==> src/rtl/page_table_replacement_top_macros.svh <==
// Assertion macros for the page table replacement block.
// Used by modules that include this header; expects i_clk and i_rst_n in scope.
`ifndef PAGE_TABLE_REPLACEMENT_TOP_MACROS_SVH
`define PAGE_TABLE_REPLACEMENT_TOP_MACROS_SVH

// Consequent must hold in the same cycle as the antecedent.
`define PTR_ASSERT_SAME(label, ante, cons) \
    label: assert property (@(posedge i_clk) disable iff (!i_rst_n) (ante) |-> (cons)) \
        else $error("page table assertion failed");

// Consequent must hold in the cycle after the antecedent.
`define PTR_ASSERT_NEXT(label, ante, cons) \
    label: assert property (@(posedge i_clk) disable iff (!i_rst_n) (ante) |=> (cons)) \
        else $error("page table assertion failed");

`endif

==> src/rtl/ptr_pkg.sv <==
// Shared constants, types and helper functions for the page table replacement block.
// No dependencies; used by every other file of the block except the macro header.
`timescale 1ns / 1ps

package ptr_pkg;

    localparam int CAPACITY  = 8;
    localparam int PAGE_BITS = 16;
    localparam int FRAME_W   = $clog2(CAPACITY);
    localparam int AGE_W     = FRAME_W;
    localparam int COUNT_W   = $clog2(CAPACITY + 1);
    localparam int STEP_W    = $clog2(2 * CAPACITY);
    localparam int POLICY_W  = 2;

    localparam logic [POLICY_W-1:0] POLICY_FIFO  = 2'd0;
    localparam logic [POLICY_W-1:0] POLICY_LRU   = 2'd1;
    localparam logic [POLICY_W-1:0] POLICY_CLOCK = 2'd2;

    localparam logic [FRAME_W-1:0] FRAME_LAST = FRAME_W'(CAPACITY - 1);

    typedef struct packed {
        logic [FRAME_W-1:0] idx;
        logic               load;       // write tag and mark the frame valid
        logic               set_ref;
        logic               clr_ref;
        logic               touch;      // make the frame the newest
        logic               touch_all;  // every other valid frame ages
    } t_tbl_cmd;

    typedef struct packed {
        logic                 valid;
        logic                 ref_bit;
        logic [AGE_W-1:0]     age;
        logic [PAGE_BITS-1:0] tag;
        logic                 match;
    } t_tbl_stat;

    typedef struct packed {
        logic                 hit;
        logic [FRAME_W-1:0]   frame;
        logic                 evicted_valid;
        logic [PAGE_BITS-1:0] evicted_page;
    } t_result;

    function automatic logic [FRAME_W-1:0] frame_inc(input logic [FRAME_W-1:0] f);
        logic [FRAME_W-1:0] nxt;
        nxt = (f == FRAME_LAST) ? '0 : f + 1'b1;
        return nxt;
    endfunction

endpackage

==> src/rtl/ptr_req_if.sv <==
// Request channel of the page table: valid/ready handshake with a page number.
// Depends on ptr_pkg for the page width.
`timescale 1ns / 1ps

interface ptr_req_if;
    logic                         valid;
    logic                         ready;
    logic [ptr_pkg::PAGE_BITS-1:0] page_number;

    modport source (output valid, output page_number, input ready);
    modport sink   (input valid, input page_number, output ready);
endinterface

==> src/rtl/ptr_resp_if.sv <==
// Response channel of the page table: valid/ready handshake with the lookup result.
// Depends on ptr_pkg for the frame and page widths.
`timescale 1ns / 1ps

interface ptr_resp_if;
    logic                          valid;
    logic                          ready;
    logic                          hit;
    logic [ptr_pkg::FRAME_W-1:0]   frame;
    logic                          evicted_valid;
    logic [ptr_pkg::PAGE_BITS-1:0] evicted_page;

    modport source (output valid, output hit, output frame, output evicted_valid,
                    output evicted_page, input ready);
    modport sink   (input valid, input hit, input frame, input evicted_valid,
                    input evicted_page, output ready);
endinterface

==> src/rtl/ptr_frame_table.sv <==
// Frame table: tags, valid bits, reference bits and recency ages of all frames.
// Depends on ptr_pkg; driven one frame at a time by ptr_seq.
`timescale 1ns / 1ps

module ptr_frame_table (
    input  logic                          i_clk,
    input  logic                          i_rst_n,
    input  ptr_pkg::t_tbl_cmd             i_cmd,
    input  logic [ptr_pkg::PAGE_BITS-1:0] i_page,
    output ptr_pkg::t_tbl_stat            o_stat
);

    logic [ptr_pkg::PAGE_BITS-1:0] r_tags  [ptr_pkg::CAPACITY];
    logic [ptr_pkg::CAPACITY-1:0]  r_valid;
    logic [ptr_pkg::CAPACITY-1:0]  r_ref;
    logic [ptr_pkg::AGE_W-1:0]     r_age   [ptr_pkg::CAPACITY];

    logic [ptr_pkg::AGE_W-1:0] old_age;

    assign old_age = r_age[i_cmd.idx];

    // Single compare port, addressed by the sequencer's frame index.
    always_comb begin
        o_stat.valid   = r_valid[i_cmd.idx];
        o_stat.ref_bit = r_ref[i_cmd.idx];
        o_stat.age     = old_age;
        o_stat.tag     = r_tags[i_cmd.idx];
        o_stat.match   = r_valid[i_cmd.idx] && (r_tags[i_cmd.idx] == i_page);
    end

    always_ff @(posedge i_clk) begin
        if (i_cmd.load) begin
            r_tags[i_cmd.idx] <= i_page;
        end
    end

    always_ff @(posedge i_clk) begin
        if (!i_rst_n) begin
            r_valid <= '0;
            r_ref   <= '0;
            for (int i = 0; i < ptr_pkg::CAPACITY; i++) begin
                r_age[i] <= '0;
            end
        end else begin
            if (i_cmd.load) begin
                r_valid[i_cmd.idx] <= 1'b1;
            end
            if (i_cmd.set_ref) begin
                r_ref[i_cmd.idx] <= 1'b1;
            end else if (i_cmd.clr_ref) begin
                r_ref[i_cmd.idx] <= 1'b0;
            end
            if (i_cmd.touch) begin
                // Valid frames younger than the touched one (all of them with touch_all) move back one rank.
                for (int i = 0; i < ptr_pkg::CAPACITY; i++) begin
                    if (ptr_pkg::FRAME_W'(i) == i_cmd.idx) begin
                        r_age[i] <= '0;
                    end else if (r_valid[i] && (i_cmd.touch_all || r_age[i] < old_age) &&
                                 r_age[i] < ptr_pkg::AGE_W'(ptr_pkg::CAPACITY - 1)) begin
                        r_age[i] <= r_age[i] + 1'b1;
                    end
                end
            end
        end
    end

endmodule

==> src/rtl/ptr_seq.sv <==
// Sequencer: walks the frame table one frame per cycle for lookup, LRU search
// and clock sweep, then commits the update. Depends on ptr_pkg and the macro header.
`timescale 1ns / 1ps
`include "page_table_replacement_top_macros.svh"

module ptr_seq (
    input  logic                          i_clk,
    input  logic                          i_rst_n,
    input  logic                          i_req_valid,
    output logic                          o_req_ready,
    input  logic [ptr_pkg::PAGE_BITS-1:0] i_page,
    input  logic [ptr_pkg::POLICY_W-1:0]  i_policy,
    output logic                          o_res_valid,
    input  logic                          i_res_free,
    output ptr_pkg::t_result              o_res,
    output ptr_pkg::t_tbl_cmd             o_cmd,
    output logic [ptr_pkg::PAGE_BITS-1:0] o_page,
    input  ptr_pkg::t_tbl_stat            i_stat
);

    typedef enum logic [2:0] {
        S_IDLE,
        S_LOOKUP,
        S_LRU_SCAN,
        S_CLOCK_SWEEP,
        S_UPDATE,
        S_RESP
    } t_state;

    t_state                        r_state,    n_state;
    logic [ptr_pkg::FRAME_W-1:0]   r_idx,      n_idx;
    logic [ptr_pkg::PAGE_BITS-1:0] r_page,     n_page;
    logic [ptr_pkg::COUNT_W-1:0]   r_count,    n_count;
    logic [ptr_pkg::FRAME_W-1:0]   r_fifo_ptr, n_fifo_ptr;
    logic [ptr_pkg::FRAME_W-1:0]   r_hand,     n_hand;
    logic [ptr_pkg::STEP_W-1:0]    r_step,     n_step;
    logic [ptr_pkg::FRAME_W-1:0]   r_best,     n_best;
    logic [ptr_pkg::AGE_W-1:0]     r_best_age, n_best_age;
    logic                          r_found,    n_found;
    logic                          r_hit,      n_hit;
    logic                          r_evict,    n_evict;
    logic                          r_fill,     n_fill;
    logic [ptr_pkg::PAGE_BITS-1:0] r_ev_page,  n_ev_page;

    logic lru_take;

    assign o_req_ready = (r_state == S_IDLE);
    assign o_res_valid = (r_state == S_RESP) && i_res_free;
    assign o_page      = r_page;

    assign o_res.hit           = r_hit;
    assign o_res.frame         = r_idx;
    assign o_res.evicted_valid = r_evict;
    assign o_res.evicted_page  = r_ev_page;

    assign lru_take = i_stat.valid && (!r_found || (i_stat.age > r_best_age));

    always_comb begin
        n_state    = r_state;
        n_idx      = r_idx;
        n_page     = r_page;
        n_count    = r_count;
        n_fifo_ptr = r_fifo_ptr;
        n_hand     = r_hand;
        n_step     = r_step;
        n_best     = r_best;
        n_best_age = r_best_age;
        n_found    = r_found;
        n_hit      = r_hit;
        n_evict    = r_evict;
        n_fill     = r_fill;
        n_ev_page  = r_ev_page;
        o_cmd      = '0;
        o_cmd.idx  = r_idx;

        unique case (r_state)
            S_IDLE: begin
                if (i_req_valid) begin
                    n_page  = i_page;
                    n_idx   = '0;
                    n_hit   = 1'b0;
                    n_evict = 1'b0;
                    n_fill  = 1'b0;
                    n_state = S_LOOKUP;
                end
            end
            S_LOOKUP: begin
                if (i_stat.match) begin
                    n_hit   = 1'b1;
                    n_state = S_UPDATE;
                end else if (r_idx == ptr_pkg::FRAME_LAST) begin
                    if (r_count < ptr_pkg::COUNT_W'(ptr_pkg::CAPACITY)) begin
                        // Free frames are handed out in ascending order.
                        n_fill  = 1'b1;
                        n_idx   = r_count[ptr_pkg::FRAME_W-1:0];
                        n_state = S_UPDATE;
                    end else begin
                        n_evict = 1'b1;
                        unique case (i_policy)
                            ptr_pkg::POLICY_LRU: begin
                                n_idx      = '0;
                                n_found    = 1'b0;
                                n_best     = '0;
                                n_best_age = '0;
                                n_state    = S_LRU_SCAN;
                            end
                            ptr_pkg::POLICY_CLOCK: begin
                                n_idx   = r_hand;
                                n_step  = '0;
                                n_state = S_CLOCK_SWEEP;
                            end
                            default: begin
                                n_idx      = r_fifo_ptr;
                                n_fifo_ptr = ptr_pkg::frame_inc(r_fifo_ptr);
                                n_state    = S_UPDATE;
                            end
                        endcase
                    end
                end else begin
                    n_idx = r_idx + 1'b1;
                end
            end
            S_LRU_SCAN: begin
                if (lru_take) begin
                    n_best     = r_idx;
                    n_best_age = i_stat.age;
                    n_found    = 1'b1;
                end
                if (r_idx == ptr_pkg::FRAME_LAST) begin
                    n_idx   = lru_take ? r_idx : r_best;
                    n_state = S_UPDATE;
                end else begin
                    n_idx = r_idx + 1'b1;
                end
            end
            S_CLOCK_SWEEP: begin
                if (i_stat.valid && !i_stat.ref_bit) begin
                    n_hand  = ptr_pkg::frame_inc(r_idx);
                    n_state = S_UPDATE;
                end else begin
                    o_cmd.clr_ref = i_stat.valid;
                    n_idx         = ptr_pkg::frame_inc(r_idx);
                    if (r_step == ptr_pkg::STEP_W'(2 * ptr_pkg::CAPACITY - 1)) begin
                        // Two full turns without a clear bit: take the frame under the hand.
                        n_hand  = ptr_pkg::frame_inc(ptr_pkg::frame_inc(r_idx));
                        n_state = S_UPDATE;
                    end else begin
                        n_step = r_step + 1'b1;
                    end
                end
            end
            S_UPDATE: begin
                o_cmd.load      = !r_hit;
                o_cmd.set_ref   = 1'b1;
                o_cmd.touch     = 1'b1;
                o_cmd.touch_all = r_fill;
                n_ev_page       = r_evict ? i_stat.tag : '0;
                if (r_fill) begin
                    n_count = r_count + 1'b1;
                end
                n_state = S_RESP;
            end
            S_RESP: begin
                if (i_res_free) begin
                    n_state = S_IDLE;
                end
            end
            default: begin
                n_state = S_IDLE;
            end
        endcase
    end

    always_ff @(posedge i_clk) begin
        if (!i_rst_n) begin
            r_state    <= S_IDLE;
            r_idx      <= '0;
            r_count    <= '0;
            r_fifo_ptr <= '0;
            r_hand     <= '0;
            r_step     <= '0;
            r_best     <= '0;
            r_best_age <= '0;
            r_found    <= 1'b0;
            r_hit      <= 1'b0;
            r_evict    <= 1'b0;
            r_fill     <= 1'b0;
        end else begin
            r_state    <= n_state;
            r_idx      <= n_idx;
            r_page     <= n_page;
            r_count    <= n_count;
            r_fifo_ptr <= n_fifo_ptr;
            r_hand     <= n_hand;
            r_step     <= n_step;
            r_best     <= n_best;
            r_best_age <= n_best_age;
            r_found    <= n_found;
            r_hit      <= n_hit;
            r_evict    <= n_evict;
            r_fill     <= n_fill;
            r_ev_page  <= n_ev_page;
        end
    end

    `PTR_ASSERT_NEXT(a_accept_starts_lookup, i_req_valid && o_req_ready, r_state == S_LOOKUP)
    `PTR_ASSERT_SAME(a_count_bound, 1'b1, r_count <= ptr_pkg::COUNT_W'(ptr_pkg::CAPACITY))
    `PTR_ASSERT_SAME(a_outcome_exclusive, r_state == S_UPDATE, !(r_hit && (r_evict || r_fill)) && !(r_evict && r_fill))
    `PTR_ASSERT_SAME(a_fill_in_order, r_state == S_UPDATE && r_fill, r_idx == r_count[ptr_pkg::FRAME_W-1:0])

endmodule

==> src/rtl/page_table_replacement_top.sv <==
// Top level of the page table replacement block: policy register, result register,
// sequencer and frame table. Depends on ptr_pkg, ptr_req_if, ptr_resp_if and submodules.
//
//   Channel  | Dir | Handshake         | Contents
//   i_req    | in  | valid/ready       | page_number
//   o_resp   | out | valid/ready       | hit, frame, evicted_valid, evicted_page
//   i_cfg_*  | in  | write enable only | policy (2 bits)
//
// A request steps through lookup, which scans frames until a hit or the last frame, then
// update and response; an LRU eviction adds a scan of all frames and a clock eviction a
// sweep of up to two turns, set by the frame table's single compare port stepped by the sequencer.
// Reset is synchronous and needs no clearing pass; ready is low while a request is in work.
// A finished result sits in the output register; the next request is accepted meanwhile,
// and its own result waits only if the output register is still occupied.
`timescale 1ns / 1ps

module page_table_replacement_top (
    input  logic                         i_clk,
    input  logic                         i_rst_n,
    ptr_req_if.sink                      i_req,
    ptr_resp_if.source                   o_resp,
    input  logic                         i_cfg_we,
    input  logic [ptr_pkg::POLICY_W-1:0] i_cfg_wdata
);

    logic [ptr_pkg::POLICY_W-1:0]  r_policy;
    logic                          r_out_valid;
    ptr_pkg::t_result              r_out;

    logic                          res_valid;
    logic                          res_free;
    ptr_pkg::t_result              res;
    ptr_pkg::t_tbl_cmd             tbl_cmd;
    ptr_pkg::t_tbl_stat            tbl_stat;
    logic [ptr_pkg::PAGE_BITS-1:0] tbl_page;

    assign res_free = !r_out_valid || o_resp.ready;

    always_ff @(posedge i_clk) begin
        if (!i_rst_n) begin
            r_policy    <= ptr_pkg::POLICY_FIFO;
            r_out_valid <= 1'b0;
        end else begin
            if (i_cfg_we) begin
                r_policy <= i_cfg_wdata;
            end
            if (res_valid) begin
                r_out_valid <= 1'b1;
            end else if (o_resp.ready) begin
                r_out_valid <= 1'b0;
            end
        end
    end

    always_ff @(posedge i_clk) begin
        if (res_valid) begin
            r_out <= res;
        end
    end

    assign o_resp.valid         = r_out_valid;
    assign o_resp.hit           = r_out.hit;
    assign o_resp.frame         = r_out.frame;
    assign o_resp.evicted_valid = r_out.evicted_valid;
    assign o_resp.evicted_page  = r_out.evicted_page;

    ptr_seq u_seq (
        .i_clk       (i_clk),
        .i_rst_n     (i_rst_n),
        .i_req_valid (i_req.valid),
        .o_req_ready (i_req.ready),
        .i_page      (i_req.page_number),
        .i_policy    (r_policy),
        .o_res_valid (res_valid),
        .i_res_free  (res_free),
        .o_res       (res),
        .o_cmd       (tbl_cmd),
        .o_page      (tbl_page),
        .i_stat      (tbl_stat)
    );

    ptr_frame_table u_table (
        .i_clk   (i_clk),
        .i_rst_n (i_rst_n),
        .i_cmd   (tbl_cmd),
        .i_page  (tbl_page),
        .o_stat  (tbl_stat)
    );

endmodule
==> src/flat_wrapper.sv <==
// flat-port wrapper written by rule: the top's interface ports become plain ports
module page_table_replacement_top_flat 
  (i_clk, i_rst_n, i_cfg_we, i_cfg_wdata, i_req_valid, i_req_page_number, i_req_ready, o_resp_valid, o_resp_hit, o_resp_frame, o_resp_evicted_valid, o_resp_evicted_page, o_resp_ready);
  ptr_req_if i_req_i ();
  ptr_resp_if o_resp_i ();
  input  logic i_clk;
  input  logic i_rst_n;
  input  logic i_cfg_we;
  input  logic [ptr_pkg::POLICY_W-1:0] i_cfg_wdata;
  input wire logic [$bits(i_req_i.valid)-1:0] i_req_valid;
  input wire logic [$bits(i_req_i.page_number)-1:0] i_req_page_number;
  output wire logic [$bits(i_req_i.ready)-1:0] i_req_ready;
  output wire logic [$bits(o_resp_i.valid)-1:0] o_resp_valid;
  output wire logic [$bits(o_resp_i.hit)-1:0] o_resp_hit;
  output wire logic [$bits(o_resp_i.frame)-1:0] o_resp_frame;
  output wire logic [$bits(o_resp_i.evicted_valid)-1:0] o_resp_evicted_valid;
  output wire logic [$bits(o_resp_i.evicted_page)-1:0] o_resp_evicted_page;
  input wire logic [$bits(o_resp_i.ready)-1:0] o_resp_ready;
  assign i_req_i.valid = i_req_valid;
  assign i_req_i.page_number = i_req_page_number;
  assign i_req_ready = i_req_i.ready;
  assign o_resp_valid = o_resp_i.valid;
  assign o_resp_hit = o_resp_i.hit;
  assign o_resp_frame = o_resp_i.frame;
  assign o_resp_evicted_valid = o_resp_i.evicted_valid;
  assign o_resp_evicted_page = o_resp_i.evicted_page;
  assign o_resp_i.ready = o_resp_ready;
  page_table_replacement_top u_core (.i_clk(i_clk), .i_rst_n(i_rst_n), .i_req(i_req_i), .o_resp(o_resp_i), .i_cfg_we(i_cfg_we), .i_cfg_wdata(i_cfg_wdata));
endmodule
==> config.mk <==
export PLATFORM = sky130hd
export DESIGN_NAME = page_table_replacement_top_flat
export DESIGN_NICKNAME = d
export VERILOG_FILES = /design/src/rtl/ptr_pkg.sv /design/src/rtl/ptr_req_if.sv /design/src/rtl/ptr_resp_if.sv /design/src/rtl/ptr_frame_table.sv /design/src/rtl/ptr_seq.sv /design/src/rtl/page_table_replacement_top.sv /design/src/flat_wrapper.sv
export VERILOG_INCLUDE_DIRS = /design/src /design/src/rtl
export SDC_FILE = /design/constraint.sdc
export NUM_CORES = 1
export LEC_CHECK = 0
export BUFFER_PORTS_ARGS = -buffer_cell sky130_fd_sc_hd__buf_2
export CAP_MARGIN = 15
export CELL_PAD_IN_SITES_DETAIL_PLACEMENT = 2
export CELL_PAD_IN_SITES_GLOBAL_PLACEMENT = 2
export CORE_UTILIZATION = 44
export DETAILED_ROUTE_END_ITERATION = 10
export GPL_ROUTABILITY_DRIVEN = 0
export PLACE_DENSITY_LB_ADDON = 0.05
export SLEW_MARGIN = 20
export SYNTH_ARGS = -nofsm -noshare
export SYNTH_HDL_FRONTEND = slang
export SYNTH_HIERARCHICAL = 1
export SYNTH_SLANG_ARGS = --single-unit
==> constraint.sdc <==
create_clock -name i_clk -period 4.05 [get_ports i_clk]
set_input_delay 0.81 -clock i_clk [delete_from_list [all_inputs] [get_ports i_clk]]
set_output_delay 0.81 -clock i_clk [all_outputs]
set_load 0.01 [all_outputs]
-- Word level (Yosys, flattened, before mapping)
Memories as Yosys holds them, arrays and structs flattened. A register that Yosys moved wholly into a read port is not among the register bits.
Cells that the tools add are included.
- bits in registers: 102
- RAM bits: 152
- output and inout bits: 23
- word-level logic and storage cells: 336
- memories kept: 2
- memories (memory ; depth ; bits a word ; rd ports ; clocked after Yosys merged registers in ; write ports ; RTL line ; source):
    u_core.u_table.r_tags ; 8 ; 16 ; 1 ; 1 ; 1 ; ptr_frame_table.sv:13 ; logic [ptr_pkg::PAGE_BITS-1:0] r_tags [ptr_pkg::CAPACITY];
    u_core.u_table.r_age ; 8 ; 3 ; 9 ; 1 ; 8 ; ptr_frame_table.sv:16 ; logic [ptr_pkg::AGE_W-1:0] r_age [ptr_pkg::CAPACITY];
- add/sub/neg operators: 13
- magnitude comparators: 20
- equality and inequality tests: 34
- mux-type cells: 164
- bitwise gates (word level): 23
- reductions and logical operators: 58
- operators with widths (kind ; number):
    two-way mux 3 bit ; 45
    two-way mux 1 bit ; 95
    adder 3 x 1 -> 3 bit (second input constant) ; 11
    AND reduction 5 bit ; 5
    less-than comparator 3 bit ; 8
    less-than comparator 3 bit (second input constant) ; 8
    two-way mux 4 bit ; 6
    one-hot mux 3 bit (2 select lines) ; 4
    logical AND 1 bit ; 21
    inequality test 2 bit (second input constant) ; 10
    one-hot mux 3 bit (6 select lines) ; 1
    == test 16 bit ; 1
    two-way mux 8 bit ; 2
    OR 1 bit ; 16
    OR 8 bit ; 2
    == test 3 bit (second input constant) ; 5
    == test 3 bit (first input constant) ; 4
    one-hot mux 3 bit (4 select lines) ; 1
    nonzero test 2 bit ; 6
    logical OR 1 bit ; 10
    adder 4 x 1 -> 4 bit (second input constant) ; 2
    AND 8 bit ; 1
    inverter 8 bit ; 1
    one-hot mux 1 bit (2 select lines) ; 4
    other kinds (28) ; 43

-- Logic depth before layout (Yosys ltp)
Gate-level depths: netlist (run 1).
- depth after elaboration: 11
- gate-level depth with buffers: 15
- depth with buffers taken out: 11

-- By module
The synthesis (run 1) kept the hierarchy.
- by module, submodules not included (module ; times used ; cells an instance ; area each (µm²) ; sequential area each (µm²)):
    ptr_frame_table ; 1 ; 543 ; 7813.7 ; 4884.7
    ptr_seq ; 1 ; 282 ; 2961.6 ; 1561.5
    page_table_replacement_top ; 1 ; 31 ; 748.2 ; 690.7

-- Worst setup path before layout (run 1)
No wires, ideal clock.
- path type: flip-flop to flip-flop
- start point: register u_core/u_seq/r_idx[0] (netlist name)
- end point: register u_core/u_seq/r_idx[0] (netlist name)
- library setup time: 0.075 ns
- data arrival time: 3.324 ns
- required time: 3.975 ns
- setup slack: 0.651 ns
- cell stages (with the launch flop): 15
- buffers on the path: 4
- cell sequence: dfxtp_1 > buf_6 > buf_6 > buf_6 > buf_2 > mux4_2 > nand2_1 > and2_1 > inv_1 > ha_1 > nand3b_1 > and4b_1 > nor3_2 > a41oi_1 > o22ai_1
- longest elaborated chain between the ends: 6
- elaborated cells between the ends (all ways): 20
- those cells by class: add/sub (1); eq/ne (3); mux (11); reduce/logical (5)
- ends and longest elaborated chain (item ; RTL line ; source):
    from (decl) ; ptr_seq.sv:31 ; logic [ptr_pkg::FRAME_W-1:0] r_idx, n_idx;
    from (signal assigned) ; ptr_seq.sv:190 ; r_idx <= n_idx;
    binary-select mux 1 bit (select 3 bit), on equally long branches ; ptr_frame_table.sv:24, ptr_frame_table.sv:28, ptr_frame_table.sv:25 ;
    two-way mux 1 bit, on equally long branches ; ptr_frame_table.sv:24, ptr_frame_table.sv:28, ptr_frame_table.sv:25 ;
    logical AND 1 bit or logical NOT 1 bit (tied branches) ; ptr_seq.sv:56, ptr_seq.sv:137 ;
    two-way mux 3 bit or logical AND 1 bit (tied branches) ; - ;
    two-way mux 3 bit or inequality test 2 bit (tied branches) ; - ;
    one-hot mux 3 bit (4 select lines) or AND reduction 4 bit (tied branches) ; - ;
Parallel ways exist; a longest one is shown, timed or not. The select of a mux whose other input is x is not followed.
A chain may end at the register's enable or synchronous reset.

==> results.ini, run 1 <==
[outcome]
status=finished, violations left
violations=negative setup slack

[final_layout]
finalInstanceArea_mm2=0.0132
drive_above_1_share_pct=19.2
fin_nets=990
multiInputGateArea_mm2=0.00402
antennaDiodeCount=0
layout_common_cells=edfxtp_1, nand2_1, nor2_1, dfxtp_1, mux2i_1
final_core_util_pct=51.9
regArea_mm2=0.00714
fill_cells=2377
final_common_cell=edfxtp_1
syn2layout_area_growth_pct=14.5

[sta]
slew_headroom_pct=24.7
fin_tns_setup_ns=-0.0178
period_minus_slack_ns=4.07
min_period_over_period_pct=100
hold_viol=0
setup_viol=1
finalWorstSetupSlack_ns=-0.0178
tightest_slew_ns=1.12
max_clock_freq_ghz=0.246
report.final.slew_viol_count=0
skew_ns=0.0156

[routing]
drtIter0Drc=476
wl_mm=33.7
antenna_left=0
vias=7564
dr.pass1.iters=5
wl_per_cell_um=26.3
vias_per_cell=5.90
drc_errors=0

[power]
p_comb_share_pct=24.6
internal_power_mw=5.28
power.switching_mw=2.40
swShare_pct=31.2
power_frac_clock_pct=32.4
ir_worst_vdd_mv=0.381
p_leak_nw=4.64
seqPwrFrac_pct=43.0
powerDensity_mw_per_mm2=582

[clock_tree]
htreeDepth=1
cts_tree=yes
clock-sinks=254
clk_pin_slew_ns=0.06
cts_root_buf=clkbuf_16
clk_path_buf_depth=3
cts_buffers=28
postCtsHoldBufs=0
clock_latency_ns=0.55

[yosys]
ys_seq_elements=254
synth_seq_area_share_pct=61.9
yosysWarningCount=6
synth_cell_types=74
synth_top_area_share_pct=53.4
yosys.area.top_type=edfxtp_1
netlist_instances=856
post_synth.cell_area_avg_um2=13.5
synth_area_leaders=edfxtp_1, dfxtp_1, mux2i_1, ha_1, mux4_2
synth_nets=915
synth-edff-count=205
synthesis.area_mm2=0.0115
ys.flop_type=edfxtp_1
async_flop_share_pct=0

[die]
die_w_um=164
start_util_pct=45.4
num_io_pins=46
fp-row-count=58
core_mm2=0.0254
die_h_um=164
dieArea_mm2=0.0268

[worst_setup_path]
crit_buf_inv=1
cp_top_family=simple AND/OR/NAND/NOR gates
worstPathArrival_ns=4.53
path_cells=buf_4 -> and2_1 -> a22oi_1 -> a21o_1 -> a2111oi_2 -> nand4_1 -> nor4_4 -> and2b_4 -> o311ai_0 -> and2_1 -> a41oi_1 -> o22ai_1
cpMostUsedCell=and2_1
worstSetupStartpointType=register
cpMaxStageDelayCell=o311ai_0
crit_type=reg2reg
required_ns=4.51
slowest_delay_ns=0.53
end_kind=register
crit_fanout=21

[global_route]
grt_max_degree=46
antenna_found_initial=3
track_usage_pct=25.7
grt_pass1_vias=8423
gr-total-overflow=0
grt_first_pass_wirelength_mm=51.0

[placed_design]
port_buffers=45
dp.final_hpwl_mm=22.9
post_dp_cell_area_mm2=0.0122

[run]
cap_viol_max_count=0

[hold_path]
hp-class=reg2reg

==> cell families after synthesis <==
logic type,after synthesis,share of synthesized area (%)
AND/OR/NAND/NOR,262,12.0
flip-flops,254,61.9
AO/OA/AOI/OAI,125,7.82
buffers and inverters,78,3.56
multiplexers,73,8.62
adder cells (fa/ha/maj),36,3.91
XOR/XNOR,28,2.13
==> flip-flops by register name, summed over array words and instances, names as in the netlist, 3 cells and up, named ones only <==
| name | count |
|---|---|
| u_core/u_seq/r_best_age | 3 |
| u_core/u_table/r_valid | 8 |
| u_core/u_seq/r_step | 4 |
| u_core/u_seq/r_state | 3 |
| u_core/u_seq/r_count | 4 |
| u_core/u_seq/r_idx | 3 |
| u_core/u_table/r_age | 24 |
| u_core/u_seq/r_best | 3 |
| u_core/o_resp.frame | 3 |
| u_core/u_seq/r_fifo_ptr | 3 |
| u_core/u_table/r_tags | 128 |
| u_core/u_seq/o_page | 16 |
| u_core/o_resp.evicted_page | 16 |
| u_core/u_seq/r_ev_page | 16 |
| u_core/u_seq/r_hand | 3 |
==> per-stage QoR <==
step | setup WS (ns) | hold WS, ns | instances | total power, mW
2_1_floorplan | 0.651 | 0.400 | 856 | 4.50
4_1_cts | 0.0256 | 0.421 | 1276 | 7.65
3_5_place_dp | -0.0209 | 0.407 | 1223 | 5.12
5_1_grt | -0.114 | 0.430 | 1283 | 7.97
6_report | -0.0178 | 0.419 | 1283 | 7.67
3_3_place_gp | 0.335 | 0.401 | 1223 | 4.96
==> path summary, 6_finish.rpt <==
check | start | to | slack, ns | depth (start not counted)
max | u_core/u_seq/r_idx[2] | u_core/u_seq/r_idx[1] | -0.02 | 12
min | u_core/u_seq/r_ev_page[0] | u_core/o_resp.evicted_page[0] | 0.42 | 0
max reg2reg | u_core/u_seq/r_idx[2] | u_core/u_seq/r_idx[1] | -0.02 | 12
min reg2reg | u_core/u_seq/r_ev_page[0] | u_core/o_resp.evicted_page[0] | 0.42 | 0
==> routing by layer <==
metal  track usage (%)  wire length (um)
met3              3.41              1470
met4              8.04               893
met2              45.8             17300
met5                 0                22
met1              32.2             14000
==> power groups by stage <==
stage	registers, mW	clock network (mW)	logic (mW)
after detailed placement	3.40	0	1.72
after floorplan	3.22	0	1.28
after CTS	3.33	2.54	1.79
after global routing	3.33	2.62	2.03
after global placement	3.36	0	1.60
final	3.30	2.48	1.89
==> cells in the mapped netlist, drive strengths merged, types with 3 or more instances <==
cell type and count:
o311ai 3, mux2i 46, o21ai 13, and2 31
nand2b 10, nor3 10, o22ai 7, dfxtp 49
ha 36, buf 29, nand4 7, or3 5
nand2 64, mux4 20, nand3 22, o21a 10
o31ai 7, edfxtp 205, xor2 8, nand3b 3
clkbuf 17, nor3b 4, inv 32, nand4b 6
nor2 61, and3 10, and3b 3, nor2b 16
a21oi 17, a21boi 3, o31a 5, a22oi 19
xnor2 20, a31oi 8, a41oi 3, mux2 7
a311oi 4, a211oi 8
==> final cells by class <==
class / instances / share of cell area (%)
clock inverters: 16 / 0.996
multi-input cells: 524 / 30.4
well taps: 330 / 3.13
clock buffers: 36 / 5.70
inverters: 32 / 0.910
repair buffers: 91 / 4.67
flip-flops and latches: 254 / 54.2
==> timing repair <==
item,in CTS,in global routing
pin swaps,0,0
endpoints found under the setup margin,3,4
setup buffers,1,7
gates resized for setup,1,4
Power figures use the tool's default switching activity.
==> inputs of run 2 (changes only) <==
Settings changed: CORE_UTILIZATION 44 to 46, CTS_BUF_LIST from default to sky130_fd_sc_hd__clkbuf_2, CTS_CLUSTER_DIAMETER from default to 80.
==> run 2 against run 1 <==
  * The run now ends clean
  * Clock power fell by 19%
  * Clock-buffer cell count rose by 67
  * Maximum frequency rose by 3.5%
  * Register-to-register slack improved by 0.14 ns
  * Die area fell by 4.3%
  * Worst setup slack improved by 0.14 ns
  * Combinational power fell by 5%
  * First-iteration DRC count rose by 23%
  * Critical path depth rose by 1
  * Clock skew rose by 0.072 ns
  * Final area fell by 2.3%
  * Critical path type unchanged
  * Largest cell class unchanged
  * Largest power group unchanged
==> results.ini, run 2 (synthesized netlist as in run 1, its figures left out) <==
[worst_setup_path]
crit_type=reg2reg
worstSetupStartpointType=register
end_kind=register
worstPathArrival_ns=4.63
crit_fanout=28
required_ns=4.75

[routing]
drc_errors=0
wl_per_cell_um=26.7
wl_mm=35.9
wl_met1_mm=14.2
antenna_left=0
top_layer=met4
vias=7892
vias_per_cell=5.88
wl_met3_mm=1.72
wl_met2_mm=18.7
drtIter0Drc=584
dr.pass1.iters=5

[final_layout]
drive_above_1_share_pct=23.6
layout_common_cells=edfxtp_1, clkbuf_2, nand2_1, nor2_1, dfxtp_1
reg.largest.list=u_core/u_table/r_tags (128), u_core/u_table/r_age (24)
fin_nets=1020
largest_register=u_core/u_table/r_tags
finalInstanceArea_mm2=0.0129
syn2layout_area_growth_pct=11.8
fill_cells=2327
largest_register_ffs=128
final_common_cell=edfxtp_1

[clock_tree]
cts_buffers=69
clock_latency_ns=0.82
htreeDepth=3
clock-sinks=254
cts_tree=yes
cts_root_buf=clkbuf_2
clk_pin_slew_ns=0.11
clk_path_buf_depth=3

[die]
die_h_um=160
die_w_um=160
fp-row-count=57
core_mm2=0.0245
num_io_pins=46
start_util_pct=47.1
dieArea_mm2=0.0257

[run]
cap_viol_max_count=0

[global_route]
grt_pass1_vias=8899
grt_first_pass_wirelength_mm=54.4
gr-total-overflow=0
track_usage_pct=28.7
grt_max_degree=44
antenna_found_initial=2

[power]
swShare_pct=35.0
internal_power_mw=4.65
powerDensity_mw_per_mm2=555
power.total_mw=7.15
p_comb_share_pct=25.3
ir_worst_vdd_mv=0.266
power.switching_mw=2.50
power_frac_clock_pct=28.0
seqPwrFrac_pct=46.8
p_leak_nw=4.64

[placed_design]
post_dp_cell_area_mm2=0.0121
port_buffers=45
dp.final_hpwl_mm=23.2

[sta]
setup_viol=0
hold_viol=0
tightest_slew_ns=0.816
min_period_over_period_pct=97.0
skew_ns=0.0875
report.final.slew_viol_count=0
slew_headroom_pct=44.9
period_minus_slack_ns=3.93
max_clock_freq_ghz=0.254

[hold_path]
hp-class=in2reg

[outcome]
status=finished clean

==> run 2: cell count changes in the layout (fill, tap and decap cells not counted), moves of 2 or more <==
cell,before,now
buf_12,3,1
buf_4,42,33
clkbuf_1,7,0
clkbuf_16,29,0
clkbuf_2,0,103
clkinv_1,3,14
clkinv_2,9,2
diode_2,0,3
nor2b_1,14,16
nor2b_2,2,0
==> run 2: worst max-delay path, cell delays in order, from the launching register on <==
cell      delay [ns]
dfxtp_1         0.40
buf_4           0.38
nor2b_1         0.30
buf_4           0.25
a22oi_1         0.10
and3_1          0.22
xor2_1          0.14
or3_1           0.40
nor4_2          0.46
and2b_4         0.27
o311ai_0        0.44
and2_1          0.24
a41oi_1         0.06
a21oi_1         0.19
==> run 2: worst paths after layout <==
| kind | startpoint | to | slack [ns] | depth (start not counted) |
|---|---|---|---|---|
| hold reg to reg | u_core/u_seq/r_ev_page[6] | u_core/o_resp.evicted_page[6] | 0.43 | 0 |
| setup reg to reg | u_core/u_seq/r_idx[2] | u_core/u_seq/r_idx[2] | 0.12 | 13 |
| setup / recovery | u_core/u_seq/r_idx[2] | u_core/u_seq/r_idx[2] | 0.12 | 13 |
| hold / removal | i_req_page_number[8] | u_core/u_seq/o_page[8] | 0.18 | 1 |
==> run 2: area by class of cell <==
cell class	instances	area [um^2]	area share, %
Multi-Input combinational cell	524	4010	31.1
Clock inverter	22	173	1.34
Antenna cell	3	7.51	0.0583
Timing Repair Buffer	80	508	3.94
Sequential cell	254	7140	55.4
Clock buffer	103	515	4.00
Inverter	32	124	0.961
Tap cell	324	405	3.15
==> run 2: power groups by stage <==
stage          sequential, mW  clock (mW)  combinational, mW
6_report                 3.34        2.00               1.80
5_1_grt                  3.36        2.19               1.92
3_3_place_gp             3.39           0               1.51
3_5_place_dp             3.44           0               1.66
4_1_cts                  3.35        2.07               1.76
2_1_floorplan            3.22           0               1.28
==> run 2: per-layer routing <==
layer	global-route usage, %	up-vias
met4	12.1	0
met5	0	-
met3	5.25	86
met1	33.8	4070
met2	51.2	270
li1	-	3466
==> run 2: metrics by stage <==
stage                     setup TNS (ns)  std cells  setup WS (ns)  utilization, %  hold slack [ns]
after floorplan                        0        856          0.651               -            0.400
after global placement            -0.250       1212         -0.107            49.6            0.401
after detailed placement           -3.07       1212         -0.295            49.6            0.412
after CTS                              0       1338         0.0737            52.5           0.0831
after global routing             -0.0379       1340        -0.0213            52.7           0.0665
final                                  0       1342          0.120            52.7            0.179
==> run 2: timing repair <==
item                       in CTS  in global routing
setup buffers                   1                  1
setup endpoints to repair      16                  3
hold buffers                    0                  0
gates resized for setup         1                  2
